==> src/rtl/plt_pkg.sv <==
// Shared types and constants of the probe latency tracker.
`timescale 1ns / 1ps

package plt_pkg;

  // Table size default and field widths.
  localparam int unsigned SLOTS_DEF  = 65536;
  localparam int unsigned TIME_W     = 64;
  localparam int unsigned TAG_W      = 16;
  localparam int unsigned KIND_W     = 2;
  localparam int unsigned LEN_W      = 16;
  localparam int unsigned MSG_W      = 8;
  localparam int unsigned DELAY_W    = 20;
  localparam int unsigned EXP_W      = 5;
  localparam int unsigned RATE_W     = 17;
  localparam int unsigned SPR_W      = 8;
  localparam int unsigned INTERVAL_W = 20;
  localparam int unsigned PHASE_W    = 28;

  // Protocol constants.
  localparam int unsigned US_PER_SEC    = 1000000;
  localparam int unsigned MIN_FRAME_LEN = 70;
  localparam int unsigned TYPE_REQUEST  = 16;
  localparam int unsigned TYPE_REPLY    = 17;
  localparam int unsigned MAX_EXP       = 31;

  // Request kinds on the input channel.
  localparam logic [KIND_W-1:0] KIND_SEND    = 2'd0;
  localparam logic [KIND_W-1:0] KIND_CAPTURE = 2'd1;
  localparam logic [KIND_W-1:0] KIND_RATE    = 2'd2;

  // Configuration port.
  localparam int unsigned CFG_IDX_W  = 4;
  localparam int unsigned CFG_DATA_W = 32;
  localparam logic [CFG_IDX_W-1:0] CFG_RATE_CEILING  = 4'd0;
  localparam logic [CFG_IDX_W-1:0] CFG_PHASE_SECONDS = 4'd1;
  localparam logic [RATE_W-1:0]    RATE_CEILING_RST  = 17'd1024;
  localparam logic [SPR_W-1:0]     SPR_RST           = 8'd5;

  // Queue between the classifier and the execution unit.
  localparam int unsigned QDEPTH = 2;

  // Operation decided by the classifier.
  typedef enum logic [2:0] {
    OP_NONE    = 3'd0,
    OP_SEND    = 3'd1,
    OP_REQUEST = 3'd2,
    OP_REPLY   = 3'd3,
    OP_RATE    = 3'd4
  } op_t;

  // One classified item as it travels through the queue.
  typedef struct packed {
    op_t               op;
    logic [TIME_W-1:0] time_us;
    logic [TAG_W-1:0]  tag;
  } item_t;

endpackage

==> src/rtl/plt_front.sv <==
// Classifier: turns an input transfer into a queued operation.
`timescale 1ns / 1ps

module plt_front #(
  parameter int unsigned SLOTS = plt_pkg::SLOTS_DEF
) (
  input  logic [plt_pkg::KIND_W-1:0] in_req_type,
  input  logic [plt_pkg::TIME_W-1:0] in_event_time_us,
  input  logic                       in_from_control_channel,
  input  logic [plt_pkg::LEN_W-1:0]  in_frame_length,
  input  logic [plt_pkg::MSG_W-1:0]  in_msg_type,
  input  logic [plt_pkg::TAG_W-1:0]  in_tag_index,
  output plt_pkg::item_t             item
);
  import plt_pkg::*;

  logic frame_ok;

  // A capture counts only from the control channel, long enough and naming a real slot.
  assign frame_ok = in_from_control_channel
                 && (in_frame_length >= LEN_W'(MIN_FRAME_LEN))
                 && ({1'b0, in_tag_index} < (TAG_W + 1)'(SLOTS));

  always_comb begin
    item.op      = OP_NONE;
    item.time_us = in_event_time_us;
    item.tag     = '0;
    case (in_req_type)
      KIND_SEND: begin
        item.op = OP_SEND;
      end
      KIND_CAPTURE: begin
        // Ignored captures still report the slot they named.
        item.tag = in_tag_index;
        if (frame_ok && in_msg_type == MSG_W'(TYPE_REQUEST)) begin
          item.op = OP_REQUEST;
        end else if (frame_ok && in_msg_type == MSG_W'(TYPE_REPLY)) begin
          item.op = OP_REPLY;
        end
      end
      KIND_RATE: begin
        item.op = OP_RATE;
      end
      default: begin
        item.op = OP_NONE;
      end
    endcase
  end

endmodule

==> config.mk <==
export PLATFORM = sky130hd
export DESIGN_NAME = plt_front
export DESIGN_NICKNAME = d
export VERILOG_FILES = /design/src/rtl/plt_pkg.sv /design/src/rtl/plt_front.sv
export SDC_FILE = /design/constraint.sdc
export NUM_CORES = 1
export LEC_CHECK = 0
export BUFFER_PORTS_ARGS = -buffer_cell sky130_fd_sc_hd__buf_2
export CAP_MARGIN = 20
export CORE_AREA = 5 5 71 73
export DETAILED_ROUTE_END_ITERATION = 8
export DIE_AREA = 0 0 76 78
export PLACE_DENSITY_LB_ADDON = 0.12
export REMOVE_ABC_BUFFERS = 1
export SLEW_MARGIN = 25
export SYNTH_ARGS = -nofsm -noshare
export SYNTH_HDL_FRONTEND = slang
export SYNTH_SLANG_ARGS = --single-unit
==> constraint.sdc <==
create_clock -name vclk -period 1.2
set_input_delay 0.24 -clock vclk [all_inputs]
set_output_delay 0.24 -clock vclk [all_outputs]
set_load 0.1 [all_outputs]
Word level (Yosys, flattened, before mapping)
Index checks and enable logic that the tools add are counted.
- equal/unequal tests: 4
- reduce and logical (&&, ||, !) cells: 4
- mux-type cells: 4
- $lt $le $gt $ge: 1
- operator list (cell ; count):
    $eq 8x5->1 const B ; 2
    $ge 16x7->1 const B ; 1
    $mux 16 ; 1
    $pmux 3 s3 ; 1
    $mux 2 ; 2
    $logic_and 1x1->1 ; 3
    $eq 2x1->1 const B ; 1
    $eq 2x2->1 const B ; 1
    $logic_not 2->1 ; 1
- bits in registers: 0
- logic and storage cells: 13
- output and inout port bits: 83
- input bits: 107

Longest topological paths before layout
Gate-level depths: netlist (run 1).
- word-level depth: 6
- depth in mapped cells: 3
- gate-level depth less buffers: 3

Worst setup path before layout (run 1)
Ideal clock, no wire load.
- path kind: input-to-output
- start: input port in_msg_type[5] (netlist name)
- end: output port item[80] (netlist name)
- data arrival time: 2.912 ns
- setup slack: -1.952 ns
- stages: 3
- required time: 0.960 ns
- buffers on the path: 0
- path through: nor4b_2 > nand2_1 > o32ai_1
- RTL lines (what ; RTL line ; RTL):
    start: declaration ; plt_front.sv:11 ; input logic [plt_pkg::MSG_W-1:0] in_msg_type,
    end: declaration ; plt_front.sv:13 ; output plt_pkg::item_t item

==> run metrics, run 1 <==
run status finished with violations; failing checks negative setup slack; vias in the first global route about 670; core area around 0.0043 sq mm; Gate Count Post-Synth between 90 and 100; largest net degree at the start of global routing 9; RSZ-0062 raised after global routing true; fin cells about 150; Least-Margin Pin Slew 249 ps; dpl hpwl ~7.2 mm; final hold violation count 0; final core utilization 0.245; startpoint type of the worst setup path input pin; Starting DRT DRC Count 10; WS Path Type input pin to output port; Crit path required time about 960 ps; DRC Markers 0; area occupied by multi-input gates between 300 and 400 sq um; Pleak roughly 0.47 nW; unique cell type count in the Yosys netlist 16; Die Wd roughly 76 um; MaxCap Viol Count 0; max frequency between 0.6 and 0.7 GHz; Inserted Diodes 0; Power Density 453 mW/mm^2; max-slew violation count 0; DRT Pass-1 Iters 4; Total GRT Usage 0.238; post-synth top area cell buf_4; Layout area overhead 46.7%; Synth top cells by count buf_4, and2_1, nor4b_2; die area about 0.006 sq mm; power after layout between 0.0004 and 0.0005 W; Post-DRT Antenna Nets 0; top cells by area, synth buf_4, and2_1, nor4b_2; critical path data arrival time 1230 ps; stages on the worst setup path 5; HP Class input pin to output port; Storage cell area 0 sq um; sequential cell count 0; clkbuf count 0; post-synth top area share 0.669; Crit. End Element output port; total number of vias 615; share of layout cells above drive strength 1 0.947; Initial Utilization 0.167; post-placement cell area 918 sq um; mapped cell area 718 sq um; # fillers approximately 470; GPL Wtd Cong ~0.85; Critical Path Slowest Stage Cell a2111oi_4; cts hold-fix bufs 0; slew margin rel. 0.834; placed insts between 100 and 150; WL/cell between 50 and 60 um; layout net count just over 200; sequential area share after synthesis 0; first-pass GRT wire length 9.11 mm; endpoints failing setup 18; Final Cell Area about 0.0011 sq mm; worst vdd ir approximately 0.16 mV; CP max stage delay approximately 330 ps; total wire length about 7.5 mm; Port Buf Inserts 61; total grt overflow 0; Final WS setup -273 ps; most frequent cell after synthesis buf_4; post-route clock period utilization 1.23; CP max FO 2; worst-path cell chain buf_6 > a2111oi_4 > o2111a_2 > o32ai_4 > buf_12; Chip Height between 70 and 80 um; hold path cells 0; crit path from in_frame_length[2]; CP top delay family compound AO/OA/AOI/OAI gates; Avg Inst Size Synth ~7.6 sq um; initial antenna violation count 0; crit path time final between 1000 and 1500 ps; Synth Warn # 0; critical hold path startpoint in_event_time_us[24]; Post-CTS Setup Repair Bufs 0; IO Count 190; row cnt 24; Via density between 4 and 5; WP buf/inv 2
repair_timing:
action	4_1_cts	5_1_grt
pin swaps	20	1
resized for setup	33	0
endpoints found under the setup margin	18	18
cloned	1	0
hold endpoints to repair	0	0
kinds of logic (layout without fill, tap and decap cells):
group,Yosys count,in the layout,synth area share
buf+inv,66,66,0.681
simple gates,26,26,0.268
compound gates,3,3,0.0505
where the power goes:
group / switching, W / leakage, nW / internal, W
logic: 0.000270 / 0.475 / 0.000208
registers: 0 / 0 / 0
clock network: 0 / 0 / 0
cell type report:
cell class / count / share of cell area
repair buffers: 65 / 0.629
multi-input cells: 29 / 0.305
well taps: 52 / 0.0618
inverters: 1 / 0.00356
per-layer routing:
layer	track usage	wire length, um
met1	0.0678	731
met2	0.479	4310
met3	0.374	2390
met4	0.0196	73
met5	0	0
layout by cell type (no fill, tap or decap):
| cell | count |
|---|---|
| buf_8 | 1 |
| nor3b_2 | 1 |
| a2111oi_4 | 1 |
| nor4b_2 | 1 |
| buf_2 | 37 |
| nor3_1 | 1 |
| and2_4 | 16 |
| buf_6 | 6 |
| o2111a_2 | 1 |
| nor4b_4 | 1 |
| nor2_1 | 1 |
| nand2_2 | 1 |
| inv_1 | 1 |
| nor2b_1 | 1 |
| nand2b_1 | 1 |
| buf_12 | 19 |
| buf_4 | 2 |
| o32ai_4 | 1 |
| nor2b_4 | 1 |
| nor4_4 | 1 |
worst paths after layout:
path,end
setup / recovery,item[80]
hold / removal,item[40]
stage by stage:
stage                     hold WS (ps)  worst slack [ps]  TNS, ps
after floorplan                    480             -1950   -10390
after global placement             482              -351    -2350
after detailed placement           482              -387    -2510
after CTS                          482              -306    -1110
after global routing               481              -325    -1560
final                              481              -273     -914
No activity file was read; power rests on OpenSTA's default activity.
==> run 2, diff against run 1 <==
==> constraint.sdc (replaced) <==
create_clock -name vclk -period 1.5
set_input_delay 0.3 -clock vclk [all_inputs]
set_output_delay 0.3 -clock vclk [all_outputs]
set_load 0.1 [all_outputs]
==> run 2 against run 1 <==
The run still ends with negative setup slack left. Die area unchanged. Wire length decreased by 1.4%. First-iteration DRC count grew 40%. Hold slack better by 120 ps. Critical path type unchanged.
==> run metrics, run 2 (synthesis results as in run 1) <==
layout net count 201 (-1.5%); WP buf/inv 2 (unchanged); CP max FO 2 (unchanged); total wire length 7.40 mm (-1.4%); commonest non-fill, non-tap cells in the layout buf_2, buf_12, and2_1; Final Cell Area 0.00100 sq mm (-4.9%); dpl hpwl 7.18 mm (-0.24%); Crit. End Element output port; row cnt 24 (unchanged); Sw Share 0.587 (+0.0225); final hold violation count 0 (unchanged); max-slew violation count 0 (unchanged); largest net degree at the start of global routing 17 (+8); post-route clock period utilization 1.06; DRT Pass-1 Iters 2 (-2); CP max stage delay 320 ps (about the same); Pint 0.000149 W (-28%); Pleak 0.437 nW (-7.9%); hold slack 601 ps (+120 ps); pre-CTS setup slack -184 ps (+203 ps); die area 0.00593 sq mm (unchanged); crit path time final ~1600 ps; total number of vias 605 (-1.6%); worst-path cell chain buf_6 > a2111oi_4 > o2111a_2 > o32ai_4 > buf_12; end point of the critical path item[80]; WS Path Type input pin to output port; IO Count 190 (unchanged); vias in the first global route 629 (-5.4%); combinational group share of total power 1.000 (about the same); crit path from in_frame_length[1]; Storage cell area 0 sq um (unchanged); clkbuf count 0 (unchanged); RSZ-0062 raised after global routing true; Post-CTS Setup Repair Bufs 0 (unchanged); slew margin rel. 0.834 (about the same); share of layout cells above drive strength 1 0.783 (-0.165); Seq pwr share 0 (unchanged); total grt overflow 0 (unchanged); Via density 4.20 (+0.42%); post-placement cell area 903 sq um (-1.6%); WL/cell 51.4 um (+0.67%); HP Class input pin to output port; CP top delay family compound AO/OA/AOI/OAI gates; critical path data arrival time 1290 ps (+60 ps); critical hold path startpoint in_event_time_us[24]; initial antenna violation count 0 (unchanged); Layout area overhead 39.5%; Crit path required time 1200 ps (+240 ps); cts hold-fix bufs 0 (unchanged); Chip Height 78 um (unchanged); Post-DRT Antenna Nets 0 (unchanged); run status finished with violations; endpoints failing setup 2 (-16); P_sw 0.000212 W (-22%); fin cells 144 (-2.0%); placed insts 145 (-1.4%); # fillers 480 (+2.3%); Starting DRT DRC Count 14 (+4); stages on the worst setup path 5 (unchanged); Critical Path Slowest Stage Cell a2111oi_4; Port Buf Inserts 61 (unchanged); core area 0.00429 sq mm (unchanged); worst vdd ir 0.103 mV (-37%); Inserted Diodes 0 (unchanged); area occupied by multi-input gates 294 sq um (-8.6%); Final WS setup -91.1 ps (+182 ps); Least-Margin Pin Slew 251 ps (+2.06 ps); Die Wd 76 um (unchanged); DRC Markers 0 (unchanged); GPL Wtd Cong 0.877 (+3.3%); startpoint type of the worst setup path input pin; max frequency 0.628 GHz; Clock Power Share 0 (unchanged); Power Density 359 mW/mm^2 (-21%); failing checks negative setup slack; commonest non-fill, non-tap cell in the layout buf_2; sequential cell count 0 (unchanged); Total GRT Usage 0.232 (-0.00551); power after layout 0.000360 W (-25%); Initial Utilization 0.167 (unchanged); MaxCap Viol Count 0 (unchanged); first-pass GRT wire length 8.88 mm (-2.6%)
-- run 2: changes by cell type in the layout (fill, tap and decap cells not counted), sizes merged --
cell / change
buf: -3
-- run 2: final cells by class --
type	count	share of cell area
inverters	1	0.00375
multi-input cells	29	0.293
well taps	52	0.0649
repair buffers	62	0.638
-- run 2: power by group through the flow --
stage / clock, W / sequential, W / combinational [W]
after floorplan: 0 / 0 / 0.000173
after global placement: 0 / 0 / 0.000334
after detailed placement: 0 / 0 / 0.000337
after CTS: 0 / 0 / 0.000348
after global routing: 0 / 0 / 0.000374
final: 0 / 0 / 0.000360
-- run 2: worst min-delay path by stage --
| stage | slack [ps] | cells past startpoint | endpoint |
|---|---|---|---|
| 2_1_floorplan | 600 | 0 | item[16] |
| 3_3_place_gp | 600 | 0 | item[21] |
| 3_5_place_dp | 600 | 0 | item[21] |
| 4_1_cts | 600 | 0 | item[21] |
| 5_1_grt | 600 | 0 | item[40] |
| 6_report | 600 | 0 | item[40] |
-- run 2: metrics by stage --
stage	TNS [ps]	utilization
floorplan	-6970	-
global placement	-360	0.210
detailed placement	-364	0.210
CTS	-229	0.221
global route	-441	0.233
finish	-155	0.233
-- run 2: timing repair --
item,4_1_cts,5_1_grt
gates resized for setup,8,8
gates cloned,0,0
pin swaps,6,6
endpoints found under the setup margin,2,18
-- run 2: layer usage --
metal | GRT usage | routed length (um) | vias to the layer above
li1 | - | - | 230
met1 | 0.0651 | 639 | 225
met2 | 0.459 | 4220 | 142
met3 | 0.370 | 2400 | 6
met4 | 0.0249 | 110 | 2
met5 | 0.0417 | 32 | -
==> run 3, diff against run 2 <==
--- a/config.mk
+++ b/config.mk
@@ -5,11 +5,12 @@
 export SDC_FILE = /design/constraint.sdc
 export NUM_CORES = 1
 export LEC_CHECK = 0
+export ABC_AREA = 1
 export BUFFER_PORTS_ARGS = -buffer_cell sky130_fd_sc_hd__buf_2
 export CAP_MARGIN = 20
-export CORE_AREA = 5 5 71 73
+export CORE_AREA = 5 5 70 72
 export DETAILED_ROUTE_END_ITERATION = 8
-export DIE_AREA = 0 0 76 78
+export DIE_AREA = 0 0 75 77
 export PLACE_DENSITY_LB_ADDON = 0.12
 export REMOVE_ABC_BUFFERS = 1
 export SLEW_MARGIN = 25
==> constraint.sdc (replaced) <==
create_clock -name vclk -period 1.79
set_input_delay 0.358 -clock vclk [all_inputs]
set_output_delay 0.358 -clock vclk [all_outputs]
set_load 0.1 [all_outputs]
==> run 3 against run 2 <==
The flow now finishes without violations. Combinational power decreased by 22%. Sequential cell count unchanged. Utilization decreased by 1.5 points. Hold slack improved by 120 ps. Wire length decreased by 4.2%. Count of clock-buffer cells in the layout unchanged. First-iteration DRC count decreased by 14%. Critical endpoint is now item[81]. Largest cell class unchanged.
==> run metrics, run 3 <==
clkbuf count 0 (unchanged); max-slew violation count 0 (unchanged); most frequent cell after synthesis buf_4; WL/cell 39.8 um (-23%); post-cts sizing count 0 (-8); DRT Pass-1 Iters 4 (+2); Pleak 0.526 nW (+20%); Post-CTS Setup Repair Bufs 0 (unchanged); core area 0.00423 sq mm (-1.4%); final hold violation count 0 (unchanged); IO Count 190 (unchanged); Chip Height 77 um (-1.3%); cts hold-fix bufs 0 (unchanged); largest net degree at the start of global routing 10 (-7); MaxCap Viol Count 0 (unchanged); Avg Inst Size Synth 5.82 sq um (-23%); total grt overflow 0 (unchanged); Gate Count Post-Synth 129 (+36%); Via density 3.88 (-7.6%); Synth Warn # 0 (unchanged); placed insts 178 (+23%); Port Buf Inserts 61 (unchanged); mapped cell area 751 sq um (+4.5%); vias in the first global route 671 (+6.7%); Storage cell area 0 sq um (unchanged); commonest non-fill, non-tap cells in the layout buf_2, nor2_1, inv_1; startpoint type of the worst setup path input pin; max frequency approximately 0.63 GHz; crit path time final 1600 ps; Total GRT Usage 0.232 (-0.000845); Starting DRT DRC Count 12 (-2); total number of vias 691 (+14%); RSZ-0062 raised after global routing false; die area 0.00578 sq mm (-2.6%); Crit path required time 1430 ps (+230 ps); setup TNS after final layout 0 ps (+155 ps); Crit. End Element output port; post-route clock period utilization 0.892; CP max FO 9 (+7); unique cell type count in the Yosys netlist 12 (-4); total wire length 7.09 mm (-4.2%); Layout area overhead 23.3%; run status finished, final reports clean; GPL Wtd Cong 0.853 (-2.7%); share of layout cells above drive strength 1 0.524 (-0.259); layout net count 235 (+17%); Inserted Diodes 0 (unchanged); Power Density 305 mW/mm^2 (-15%); final core utilization 0.219 (-0.0147); initial antenna violation count 0 (unchanged); Synth top cells by count buf_4, nor2_1, inv_1; HP Class input pin to output port; slew margin rel. 0.678 (-0.156); fin cells 178 (+24%); Post-DRT Antenna Nets 0 (unchanged); sequential cell count 0 (unchanged); dpl hpwl 6.96 mm (-3.1%); DRC Markers 0 (unchanged); worst vdd ir 0.0916 mV (-11%); row cnt 24 (unchanged); critical path data arrival time 1240 ps (-50 ps); commonest non-fill, non-tap cell in the layout buf_2; WS Path Type input pin to output port; Initial Utilization 0.177 (+0.0101); sequential area share after synthesis 0 (unchanged); post-synth top area share 0.640 (-0.0290); top cells by area, synth buf_4, nor2_1, inv_1; endpoints failing setup 0 (-2); Die Wd 75 um (-1.3%); Least-Margin Pin Slew 487 ps (+236 ps); post-synth top area cell buf_4; first-pass GRT wire length 8.28 mm (-6.8%)
-- run 3: cell count changes after synthesis, moves of 2 or more --
cell / change
nor2_1: +26
and2_1: -16
nand3_1: +2
inv_2: +2
nand2_1: +7
inv_1: +19
nor4b_2: -2
-- run 3: metal layers --
metal	vias up	wire length [um]	share of wire	GRT usage
li1	301	-	-	-
met1	228	635	0.090	0.0692
met2	156	4020	0.57	0.464
met3	6	2380	0.34	0.346
met4	0	48	0.0068	0.0125
met5	-	0	0	0
-- run 3: layout make-up --
cell class	instances	area, sq um
tap	52	65.1
inverter	22	82.6
timing repair buffer	62	596
fill	479	3310
multi-input combinational	42	183
-- run 3: worst paths after layout --
| check | from | end | slack [ps] | cells past startpoint |
|---|---|---|---|---|
| min | in_event_time_us[7] | item[23] | 720 | 0 |
| max | in_req_type[1] | item[81] | 190 | 6 |
-- run 3: worst max-delay path, cell delays in order --
cell and delay [ps]:
buf_2 120, nor2_4 110, inv_2 100, nor3_2 150, and3_1 210, buf_12 180
-- run 3: cells by family (layout without fill, tap and decap cells) --
group	Yosys count	in the layout	share of synthesized area
buffers and inverters	87	84	0.757
and+or+nand+nor	42	42	0.243
-- run 3: per-stage QoR --
stage	hold slack [ps]	total power, W	setup WS, ps	instance area (sq um)
floorplan	716	0.000154	-407	265
global placement	718	0.000282	190	926
detailed placement	718	0.000284	178	926
CTS	718	0.000285	178	926
global route	717	0.000298	111	926
finish	717	0.000282	192	926
-- run 3: where the power goes --
part           total (W)  leakage [nW]  switching [W]  internal (W)
registers              0             0              0             0
logic           0.000282         0.526       0.000176      0.000106
clock network          0             0              0             0
