`src/rtl/plt_pkg.sv`:
```
// Shared types and constants of the probe latency tracker.
`timescale 1ns / 1ps

package plt_pkg;

  // Table size default and field widths.
  localparam int unsigned SLOTS_DEF  = 65536;
  localparam int unsigned TIME_W     = 64;
  localparam int unsigned TAG_W      = 16;
  localparam int unsigned KIND_W     = 2;
  localparam int unsigned LEN_W      = 16;
  localparam int unsigned MSG_W      = 8;
  localparam int unsigned DELAY_W    = 20;
  localparam int unsigned EXP_W      = 5;
  localparam int unsigned RATE_W     = 17;
  localparam int unsigned SPR_W      = 8;
  localparam int unsigned INTERVAL_W = 20;
  localparam int unsigned PHASE_W    = 28;

  // Protocol constants.
  localparam int unsigned US_PER_SEC    = 1000000;
  localparam int unsigned MIN_FRAME_LEN = 70;
  localparam int unsigned TYPE_REQUEST  = 16;
  localparam int unsigned TYPE_REPLY    = 17;
  localparam int unsigned MAX_EXP       = 31;

  // Request kinds on the input channel.
  localparam logic [KIND_W-1:0] KIND_SEND    = 2'd0;
  localparam logic [KIND_W-1:0] KIND_CAPTURE = 2'd1;
  localparam logic [KIND_W-1:0] KIND_RATE    = 2'd2;

  // Configuration port.
  localparam int unsigned CFG_IDX_W  = 4;
  localparam int unsigned CFG_DATA_W = 32;
  localparam logic [CFG_IDX_W-1:0] CFG_RATE_CEILING  = 4'd0;
  localparam logic [CFG_IDX_W-1:0] CFG_PHASE_SECONDS = 4'd1;
  localparam logic [RATE_W-1:0]    RATE_CEILING_RST  = 17'd1024;
  localparam logic [SPR_W-1:0]     SPR_RST           = 8'd5;

  // Queue between the classifier and the execution unit.
  localparam int unsigned QDEPTH = 2;

  // Operation decided by the classifier.
  typedef enum logic [2:0] {
    OP_NONE    = 3'd0,
    OP_SEND    = 3'd1,
    OP_REQUEST = 3'd2,
    OP_REPLY   = 3'd3,
    OP_RATE    = 3'd4
  } op_t;

  // One classified item as it travels through the queue.
  typedef struct packed {
    op_t               op;
    logic [TIME_W-1:0] time_us;
    logic [TAG_W-1:0]  tag;
  } item_t;

endpackage

```
`src/rtl/plt_queue.sv`:
```
// Short queue of classified items between the classifier and the execution unit.
`timescale 1ns / 1ps

module plt_queue (
  input  logic           clk,
  input  logic           rst_n,
  input  logic           push,
  input  plt_pkg::item_t push_item,
  input  logic           pop,
  output plt_pkg::item_t pop_item,
  output logic           not_empty,
  output logic           full
);
  import plt_pkg::*;

  localparam int unsigned PTR_W = $clog2(QDEPTH);

  item_t              entry_r [QDEPTH];
  logic [PTR_W-1:0]   wr_ptr_r;
  logic [PTR_W-1:0]   wr_ptr_nxt;
  logic [PTR_W-1:0]   rd_ptr_r;
  logic [PTR_W-1:0]   rd_ptr_nxt;
  logic [PTR_W:0]     cnt_r;
  logic [PTR_W:0]     cnt_nxt;

  assign not_empty = (cnt_r != '0);
  assign full      = (cnt_r == (PTR_W + 1)'(QDEPTH));
  assign pop_item  = entry_r[rd_ptr_r];

  // Pointer and occupancy update; the depth is a power of two so pointers wrap.
  always_comb begin
    wr_ptr_nxt = wr_ptr_r;
    rd_ptr_nxt = rd_ptr_r;
    cnt_nxt    = cnt_r;
    if (push) begin
      wr_ptr_nxt = wr_ptr_r + 1'b1;
    end
    if (pop) begin
      rd_ptr_nxt = rd_ptr_r + 1'b1;
    end
    if (push && !pop) begin
      cnt_nxt = cnt_r + 1'b1;
    end else if (pop && !push) begin
      cnt_nxt = cnt_r - 1'b1;
    end
  end

  always_ff @(posedge clk) begin
    if (!rst_n) begin
      wr_ptr_r <= '0;
      rd_ptr_r <= '0;
      cnt_r    <= '0;
    end else begin
      wr_ptr_r <= wr_ptr_nxt;
      rd_ptr_r <= rd_ptr_nxt;
      cnt_r    <= cnt_nxt;
    end
  end

  // Entry storage.
  always_ff @(posedge clk) begin
    if (push) begin
      entry_r[wr_ptr_r] <= push_item;
    end
  end

endmodule

```
`config.mk`:
```
export PLATFORM = sky130hd
export DESIGN_NAME = plt_queue
export DESIGN_NICKNAME = d
export VERILOG_FILES = /design/src/rtl/plt_pkg.sv /design/src/rtl/plt_queue.sv
export SDC_FILE = /design/constraint.sdc
export NUM_CORES = 1
export LEC_CHECK = 0
export BUFFER_PORTS_ARGS = -buffer_cell sky130_fd_sc_hd__buf_2
export CAP_MARGIN = 20
export CELL_PAD_IN_SITES_DETAIL_PLACEMENT = 0
export CELL_PAD_IN_SITES_GLOBAL_PLACEMENT = 1
export CORE_MARGIN = 2
export CORE_UTILIZATION = 49
export CTS_BUF_LIST = sky130_fd_sc_hd__clkbuf_8
export DETAILED_ROUTE_END_ITERATION = 16
export PLACE_DENSITY_LB_ADDON = 0.08
export RECOVER_POWER = 50
export SETUP_SLACK_MARGIN = 0.1
export SKIP_LAST_GASP = 1
export SLEW_MARGIN = 5
export SYNTH_ARGS = -nofsm -noshare
export SYNTH_HDL_FRONTEND = slang
export SYNTH_SLANG_ARGS = --single-unit
export TNS_END_PERCENT = 1
```
`constraint.sdc`:
```
create_clock -name clk -period 8.3 [get_ports clk]
set_input_delay 0.415 -clock clk [delete_from_list [all_inputs] [get_ports clk]]
set_output_delay 0.415 -clock clk [all_outputs]
set_load 0.02 [all_outputs]
```
; ---- Yosys cells after proc, flatten, opt, wreduce, memory -nomap -nowiden
; Memory sizes are Yosys's and may differ from the RTL's. A register that Yosys moved wholly into a read port is not among the register bits.
; Cells that the tools add are included.
[word_totals]
regBits = 4
latchBits = 0
ramBits = 166
romBits = 0
inputBits = 87
output_inout_bits = 85
elab_cells = 21
n_memories = 1
[op_classes]
addsub = 4
multipliers = 0
n_div = 0
n_lt_le_gt_ge = 0
n_eq_ne = 1
n_shift = 0
mux = 6
n_bitwise = 0
reduce_logical = 6
[memory_table]
columns = memory, words, width, read_ports, rd_ports_with_merged_regs, wr, line
row1 = entry_r, 2, 83, 1, 1, 1, plt_queue.sv:18  ; item_t entry_r [QDEPTH];
[op_table]
columns = operator, n
row1 = 1-bit two-way mux, 4
row2 = 2-bit two-way mux, 2
row3 = 2-bit nonzero test, 2
row4 = "1-bit adder, second input constant", 2
row5 = "2-bit by 1-bit adder with 2-bit output, second input constant", 1
row6 = "2-bit == test, second input constant", 1
row7 = 1-bit logical AND, 2
row8 = 1-bit logical NOT, 2
row9 = "2-bit by 1-bit subtractor with 2-bit output, second input constant", 1

; ---- Longest topological paths before layout
; Gate-level depths: netlist of the first run.
[depth]
depth_word = 4
depth_mapped = 5
ltp_nobuf = 5

; ---- Worst setup path after synthesis of the first run
; OpenSTA, ideal clock, no wires.
[synth_path]
path_type = input port to flip-flop
from = input push
to = memory entry_r[0][0] in the netlist's numbering, enable pin
setup_time_ns = 0.536
arrival_ns = 4.072
required_time_ns = 7.764
setup_slack_ns = 3.692
stages = 1
path_buffers = 0
cell_sequence = nor2b_1
[synth_between]
elab_chain_len = 2
[synth_lines]
columns = element, line
row1 = start: declaration, plt_queue.sv:7  ; input logic push,
row2 = 1-bit two-way mux, plt_queue.sv:62  ; if (push) begin
row3 = 1-bit two-way mux (implied by the code), plt_queue.sv:63  ; entry_r[wr_ptr_r] <= push_item;
row4 = end: declaration, plt_queue.sv:18
; Every way passes these cells.

; ---- Final worst setup path of the first run
[layout_path]
from = register wr_ptr_r
to = memory entry_r[0][40] in the netlist's numbering, enable pin
[layout_rtl]
columns = element, line
row1 = start: declaration, plt_queue.sv:19  ; logic [PTR_W-1:0] wr_ptr_r;
row2 = start signal: assignment, plt_queue.sv:54  ; wr_ptr_r <= wr_ptr_nxt;
; No word-level cell before the write port.

==> metrics.md, run 1 <==
| Metric | Value |
|---|---|
| Status | `finished with violations` |
| Violated checks | `capacitance limit, slew limit` |
| Peak supply drop | `~0.12 mV` |
| Skew final | `between 0.008 and 0.009 ns` |
| RSZ-0062 raised after global routing | `no` |
| RR Endpoint | `entry_r[0][40]` |
| CP startpoint kind | `register` |
| Clock Pin Slew Worst Setup and Hold Paths | `0.08 ns` |
| Max_slew headroom | `-76.9%` |
| Clk buf depth | `2` |
| Initial antenna violation count | `1` |
| Vias per inst | `approximately 4.8` |
| Layout cells sized above 1 | `approximately 53%` |
| Setup CP Type | `register to register` |
| # Post-CTS Setup Buffers | `0` |
| Hold Path Sink | `entry_r[0][43]` |
| CP Data Arrival Time | `between 3 and 4 ns` |
| Syn. warnings | `0` |
| Port bufs | `between 150 and 200` |
| Worst slew pin tran | `2.65 ns` |
| IO Pins | `172` |
| FF+latch count, synth | `approximately 170` |
| Simple-gate share of the synthesized area | `less than 1%` |
| Clk_lat worst skew | `~0.45 ns` |
| Power density over the cells | `approximately 230 nW/um^2` |
| Syn Area/Cell | `between 20 and 25 um^2` |
| Sequential share of the synthesized area | `81.6%` |
| Post-synth top area cell | `edfxtp_1` |
| Multi-input logic area | `~1100 um^2` |
| R2r setup slk | `~5.3 ns` |
| Pleak | `~0.0028 uW` |
| Synth Area in Compound Gates | `less than 1%` |
| Hold path startpoint | `push_item[43]` |
| Worst Path Required | `between 8 and 9 ns` |
| Largest net degree at the start of global routing | `85` |
| Vias in the first global route | `3,128` |
| GRT Overall Usage | `16.0%` |
| Post-route ant nets | `0` |
| Combinational family with the most area after synthesis | `multiplexers` |
| Register area | `5090 um^2` |
| Fin crit period | `3.01 ns` |
| Die width | `about 120 um` |
| Synthesized area | `6230 um^2` |
| Post_cts resized | `0` |
| Fmax achieved | `about 330 MHz` |
| DR iter-0 viols | `approximately 170` |
| Post-CTS Hold Buffers | `0` |
| Syn nets | `about 370` |
| Final setup viols | `0` |
| H-tree Lvls | `4` |
| DRC viols | `0` |
| Hold WS | `around 0.15 ns` |
| First-pass DRT Iterations | `4` |
| Detailed-route via count | `between 3,000 and 4,000` |
| CP Capture Type | `register` |
| Post-synthesis mux area share | `15.0%` |
| Hpwl dp | `between 6000 and 7000 um` |
| Die area | `between 10,000 and 15,000 um^2` |
| Hold Crit Class | `input pin to register` |
| Setup TNS | `0 ns` |
| Syn-to-layout area delta | `21.7%` |
| Initial Util | `49.8%` |
| Wire per inst | `between 15 and 20 um` |
| Synth Area in Adders | `less than 1%` |
| Clk sink count | `around 170` |
| First-pass GRT wire length | `approximately 16,000 um` |
| Crit-path max FO | `44` |
| Post-place setup slack | `about 6 ns` |
| Fill cell total of the finished layout | `around 1,000` |
| Routability Congestion | `~0.7` |
| Cells after synthesis | `between 200 and 300` |
| Power, Total | `1740 uW` |
| Core Box Area | `12,500 um^2` |
| FF-to-FF Start | `wr_ptr_r` |
| Chip Height | `between 100 and 150 um` |
| Final Hold Viols | `0` |
| # Max-Cap Violations | `1` |
| Top cells by area, synth | `edfxtp_1 80%, mux2_2 15%, dfxtp_1 1.6%, buf_6 1.3%, and2_1 0.40%` |
| # rows | `41` |
| Max-slew violation count | `44` |
| Final worst setup slack | `~5.3 ns` |
| Root buf cell | `clkbuf_8` |
| Unique masters post-synth | `18` |
| Hold Path Depth | `1` |
| Synth Area in XOR/XNOR | `less than 1%` |
| CTS tree | `built` |
| Total grt overflow | `0` |
| Nets | `around 550` |
| Period utilization | `between 30 and 40%` |
| Reg2reg path depth | `3` |
| CTS Buf Count | `17` |
| Area fraction of the dominant cell type after synthesis | `between 70% and 80%` |
| DRT Wirelength | `10,800 um` |
==> power breakdown <==
part / internal [uW] / switching (uW)
logic: 90.8 / 124
clock network: 246 / 259
registers: 997 / 18.2
==> layer usage <==
layer / wire [um] / global-route usage [%] / vias to the layer above
met5: 0 / 0 / -
met4: 215 / 8.55 / 0
met3: 967 / 6.85 / 15
met2: 5280 / 26.1 / 115
met1: 4330 / 18.1 / 1545
li1: - / - / 1478
==> worst max-delay path by stage <==
stage | from | to | slack, ns | cells past startpoint
floorplan | push | entry_r[0][0] | 3.69 | 1
global placement | register | pop_item[66] | 6.13 | 2
detailed placement | register | pop_item[66] | 6.14 | 2
CTS | register | pop_item[66] | 5.63 | 2
global route | wr_ptr_r | entry_r[0][36] | 5.04 | 3
finish | wr_ptr_r | entry_r[0][40] | 5.29 | 3
==> synth_stat cells <==
cell	count
o21ai_0	1
ha_1	1
buf_2	1
and2_1	4
buf_4	1
o21a_1	1
edfxtp_1	166
dfxtp_1	5
inv_1	1
and2b_2	1
mux2_2	83
buf_6	7
xnor2_1	1
or2_2	1
a21boi_1	1
nor2b_1	2
or3_1	1
xor2_1	2
==> metrics by stage <==
stage,std cells,util (%),cell area (um^2)
2_1_floorplan,280,-,6230
3_3_place_gp,616,57.8,7240
3_5_place_dp,616,57.8,7240
4_1_cts,648,60.7,7590
5_1_grt,650,60.6,7580
6_report,651,60.6,7590
==> flip-flops by register name (all words and copies together) (netlist names), named ones only <==
register	flops
entry_r	166
wr_ptr_r	1
cnt_r	2
rd_ptr_r	1
==> logic make-up after synthesis <==
logic type / after synthesis
adder cells (fa/ha/maj): 1
buffers and inverters: 10
AO/OA/AOI/OAI: 3
XOR/XNOR: 3
multiplexers: 83
flip-flops: 171
AND/OR/NAND/NOR: 9
==> area by class of cell <==
type | count | area share (%)
diodes | 1 | 0.0330
clock buffers | 23 | 4.17
clock inverters | 9 | 0.462
inverters | 1 | 0.0495
multi-input cells | 99 | 14.0
flip-flops and latches | 171 | 67.1
well taps | 172 | 2.84
repair buffers | 175 | 11.4
==> critical path: stages (launching register included) <==
cell      delay, ns
dfxtp_1        0.35
nor2b_4        0.10
clkbuf_1       1.88
buf_12         0.32
==> cell usage in the layout (no fill, tap or decap), drive strengths merged, types with 2 or more instances in the layout <==
cell type | Yosys | layout
and2 | 4 | 4
buf | 9 | 141
clkbuf | 0 | 57
clkinv | 0 | 2
dfxtp | 5 | 5
edfxtp | 166 | 166
inv | 1 | 8
mux2 | 83 | 83
nor2b | 2 | 2
xor2 | 2 | 2
Power figures use the tool's default switching activity.
==> run 2, diff against run 1 <==
Settings changed: CORE_UTILIZATION 49 to 41.
Clock period 8.3 ns to 2.55 ns, I/O delays scaled along.
==> run 2 against run 1 <==
  * The run now ends clean
  * Power rose to 3.5 times the previous value
  * Via count up 10%
  * Combinational power rose to 3.8 times the previous value
  * Cell count up 16%
  * Critical path depth down 1
  * First-iteration DRC count up 37%
  * Global-route usage down 0.96 points
  * Worst hold slack worse by 0.10 ns
  * Clock skew down 0.0019 ns
  * Critical path type unchanged
==> metrics.md, run 2 (synthesized netlist as in run 1, its figures left out) <==
| Metric | Value |
|---|---|
| Worst slew pin tran | `1.15 ns (-1.50 ns)` |
| Wire per inst | `15.6 um (-6.0%)` |
| Routability Congestion | `0.683 (-5.1%)` |
| Commonest cells after routing, fill and taps aside | `166 x edfxtp_1, 108 x buf_2, 85 x dlygate4sd3_1` |
| Setup CP Type | `register to register` |
| Post-route ant nets | `0 (unchanged)` |
| Largest net degree at the start of global routing | `51 (-40%)` |
| Skew final | `0.00676 ns (-0.00191 ns)` |
| Regs by FF count | `entry_r (166), cnt_r (2)` |
| Pleak | `0.00308 uW (+11%)` |
| Layout cells sized above 1 | `41.4% (-11 points)` |
| Peak supply drop | `0.434 mV (+250%)` |
| Hold Path Sink | `wr_ptr_r` |
| # Post-CTS Setup Buffers | `0 (unchanged)` |
| H-tree Lvls | `4 (unchanged)` |
| RR Endpoint | `entry_r[0][24]` |
| Commonest non-fill, non-tap cell in the layout | `edfxtp_1` |
| Max reg flops | `166 (unchanged)` |
| DR iter-0 viols | `237 (+37%)` |
| Syn-to-layout area delta | `36.8%` |
| Detailed-route via count | `3,477 (+10%)` |
| Power, Total | `6100 uW (+250%)` |
| Die area | `16,200 um^2 (+19%)` |
| Chip Height | `127 um (+9.0%)` |
| Power density over the cells | `716 nW/um^2 (+210%)` |
| Initial Util | `41.5% (-8.3 points)` |
| FF-to-FF Start | `wr_ptr_r` |
| Die width | `127 um (+9.0%)` |
| Hpwl dp | `7600 um (+12%)` |
| Reg2reg path depth | `2 (-1)` |
| Final core occ | `56.7% (-3.9 points)` |
| # Max-Cap Violations | `0 (-1)` |
| Crit-path max FO | `14 (-68%)` |
| Clk_lat worst skew | `0.44 ns (about the same)` |
| Status | `finished, final reports clean` |
| Final setup viols | `0 (unchanged)` |
| DRT Wirelength | `11,800 um (+9.0%)` |
| DRC viols | `0 (unchanged)` |
| Dpl cell area | `7330 um^2 (+1.2%)` |
| Fin crit period | `2.03 ns (-0.978 ns)` |
| Post-place setup slack | `0.991 ns (-5.15 ns)` |
| CP Capture Type | `register` |
| Initial antenna violation count | `0 (-1)` |
| Nets | `642 (+16%)` |
| Hold path startpoint | `push` |
| Period utilization | `79.5% (+43 points)` |
| CP startpoint kind | `register` |
| Clk buf depth | `2 (unchanged)` |
| Final worst setup slack | `0.522 ns (-4.77 ns)` |
| Biggest register | `entry_r` |
| CTS tree | `built` |
| Final Hold Viols | `0 (unchanged)` |
| Root buf cell | `clkbuf_8` |
| Fmax achieved | `493 MHz (+48%)` |
| First-pass GRT wire length | `18,200 um (+17%)` |
| R2r setup slk | `0.52 ns (-4.77 ns)` |
| Vias per inst | `4.61 (-4.9%)` |
| First-pass DRT Iterations | `4 (unchanged)` |
| Hold Path Depth | `3 (+2)` |
| IO Pins | `172 (unchanged)` |
| GRT Overall Usage | `15.1% (-0.96 points)` |
| Vias in the first global route | `3,661 (+17%)` |
| Max-slew violation count | `0 (-100%)` |
| RSZ-0062 raised after global routing | `no` |
| Port bufs | `171 (unchanged)` |
| Max_slew headroom | `23.3% (+100 points)` |
| CTS Buf Count | `17 (unchanged)` |
| Worst Path Required | `2.66 ns (-5.77 ns)` |
| Final Cell Area | `8520 um^2 (+12%)` |
| Hold Crit Class | `input pin to register` |
| Clk sink count | `171 (unchanged)` |
| Diodes inserted | `0 (-1)` |
| # rows | `45 (+9.8%)` |
| Clock Pin Slew Worst Setup and Hold Paths | `0.08 ns (about the same)` |
| Core Box Area | `15,000 um^2 (+20%)` |
| Total grt overflow | `0 (unchanged)` |
| CP Data Arrival Time | `2.13 ns (-1.01 ns)` |
[run 2: cell count changes in the layout (fill, tap and decap cells not counted), moves of 3 or more]
| cell | before | now |
|---|---|---|
| dlygate4sd3_1 | 0 | 85 |
| clkinvlp_4 | 0 | 5 |
| buf_1 | 1 | 4 |
| buf_2 | 137 | 108 |
| clkbuf_2 | 0 | 5 |
| clkinv_4 | 0 | 4 |
| bufinv_16 | 0 | 4 |
| clkbuf_8 | 23 | 17 |
| inv_1 | 8 | 2 |
| clkbuf_1 | 34 | 57 |
[run 2: timing repair]
| action | 4_1_cts | 5_1_grt |
|---|---|---|
| hold buffers | 85 | 0 |
| endpoints found under the hold margin | 171 | 0 |
| endpoints found under the setup margin | 0 | 0 |
| gates resized for setup | 0 | 0 |
[run 2: worst max path at each step]
| stage | to | slack (ns) | depth (start not counted) | startpoint |
|---|---|---|---|---|
| 6_report | entry_r[0][24] | 0.52 | 2 | wr_ptr_r |
| 4_1_cts | pop_item[20] | 0.48 | 3 | register |
| 2_1_floorplan | entry_r[1][0] | -0.22 | 1 | wr_ptr_r |
| 5_1_grt | entry_r[0][57] | 0.33 | 2 | wr_ptr_r |
| 3_3_place_gp | pop_item[82] | 1.00 | 3 | register |
| 3_5_place_dp | pop_item[53] | 0.99 | 3 | register |
[run 2: layer usage]
layer	vias to the layer above	wire, um	GRT usage (%)
met5	-	0	0
met2	106	6150	26.0
met4	0	181	5.49
met1	1703	4740	17.1
li1	1652	-	-
met3	16	686	5.70
[run 2: cell type report]
cell class / instances / area (um^2)
Multi-Input combinational cell: 99 / 1050
Tap cell: 188 / 235
Clock inverter: 15 / 201
Fill cell: 1273 / 6510
Timing Repair Buffer: 264 / 1710
Inverter: 1 / 3.75
Sequential cell: 171 / 5090
Clock buffer: 17 / 234
[run 2: per-stage QoR]
stage          std cells  hold slack [ns]  TNS, ns
6_report             755           0.0512        0
5_1_grt              755           0.0418        0
2_1_floorplan        280            0.226   -17.96
3_5_place_dp         638            0.318        0
3_3_place_gp         638            0.315        0
4_1_cts              755           0.0258        0
[run 2: critical path, cell delays in order, from the launching register on]
cell      delay, ns
dfxtp_1        0.32
nor2b_1        0.88
clkbuf_2       0.50
[run 2: power by group]
part / leakage [uW] / switching (uW) / internal (uW)
Clock: 0.000205 / 935 / 1060
Combinational: 0.00128 / 440 / 378
Sequential: 0.00160 / 45.7 / 3240
Total: 0.00308 / 1420 / 4680
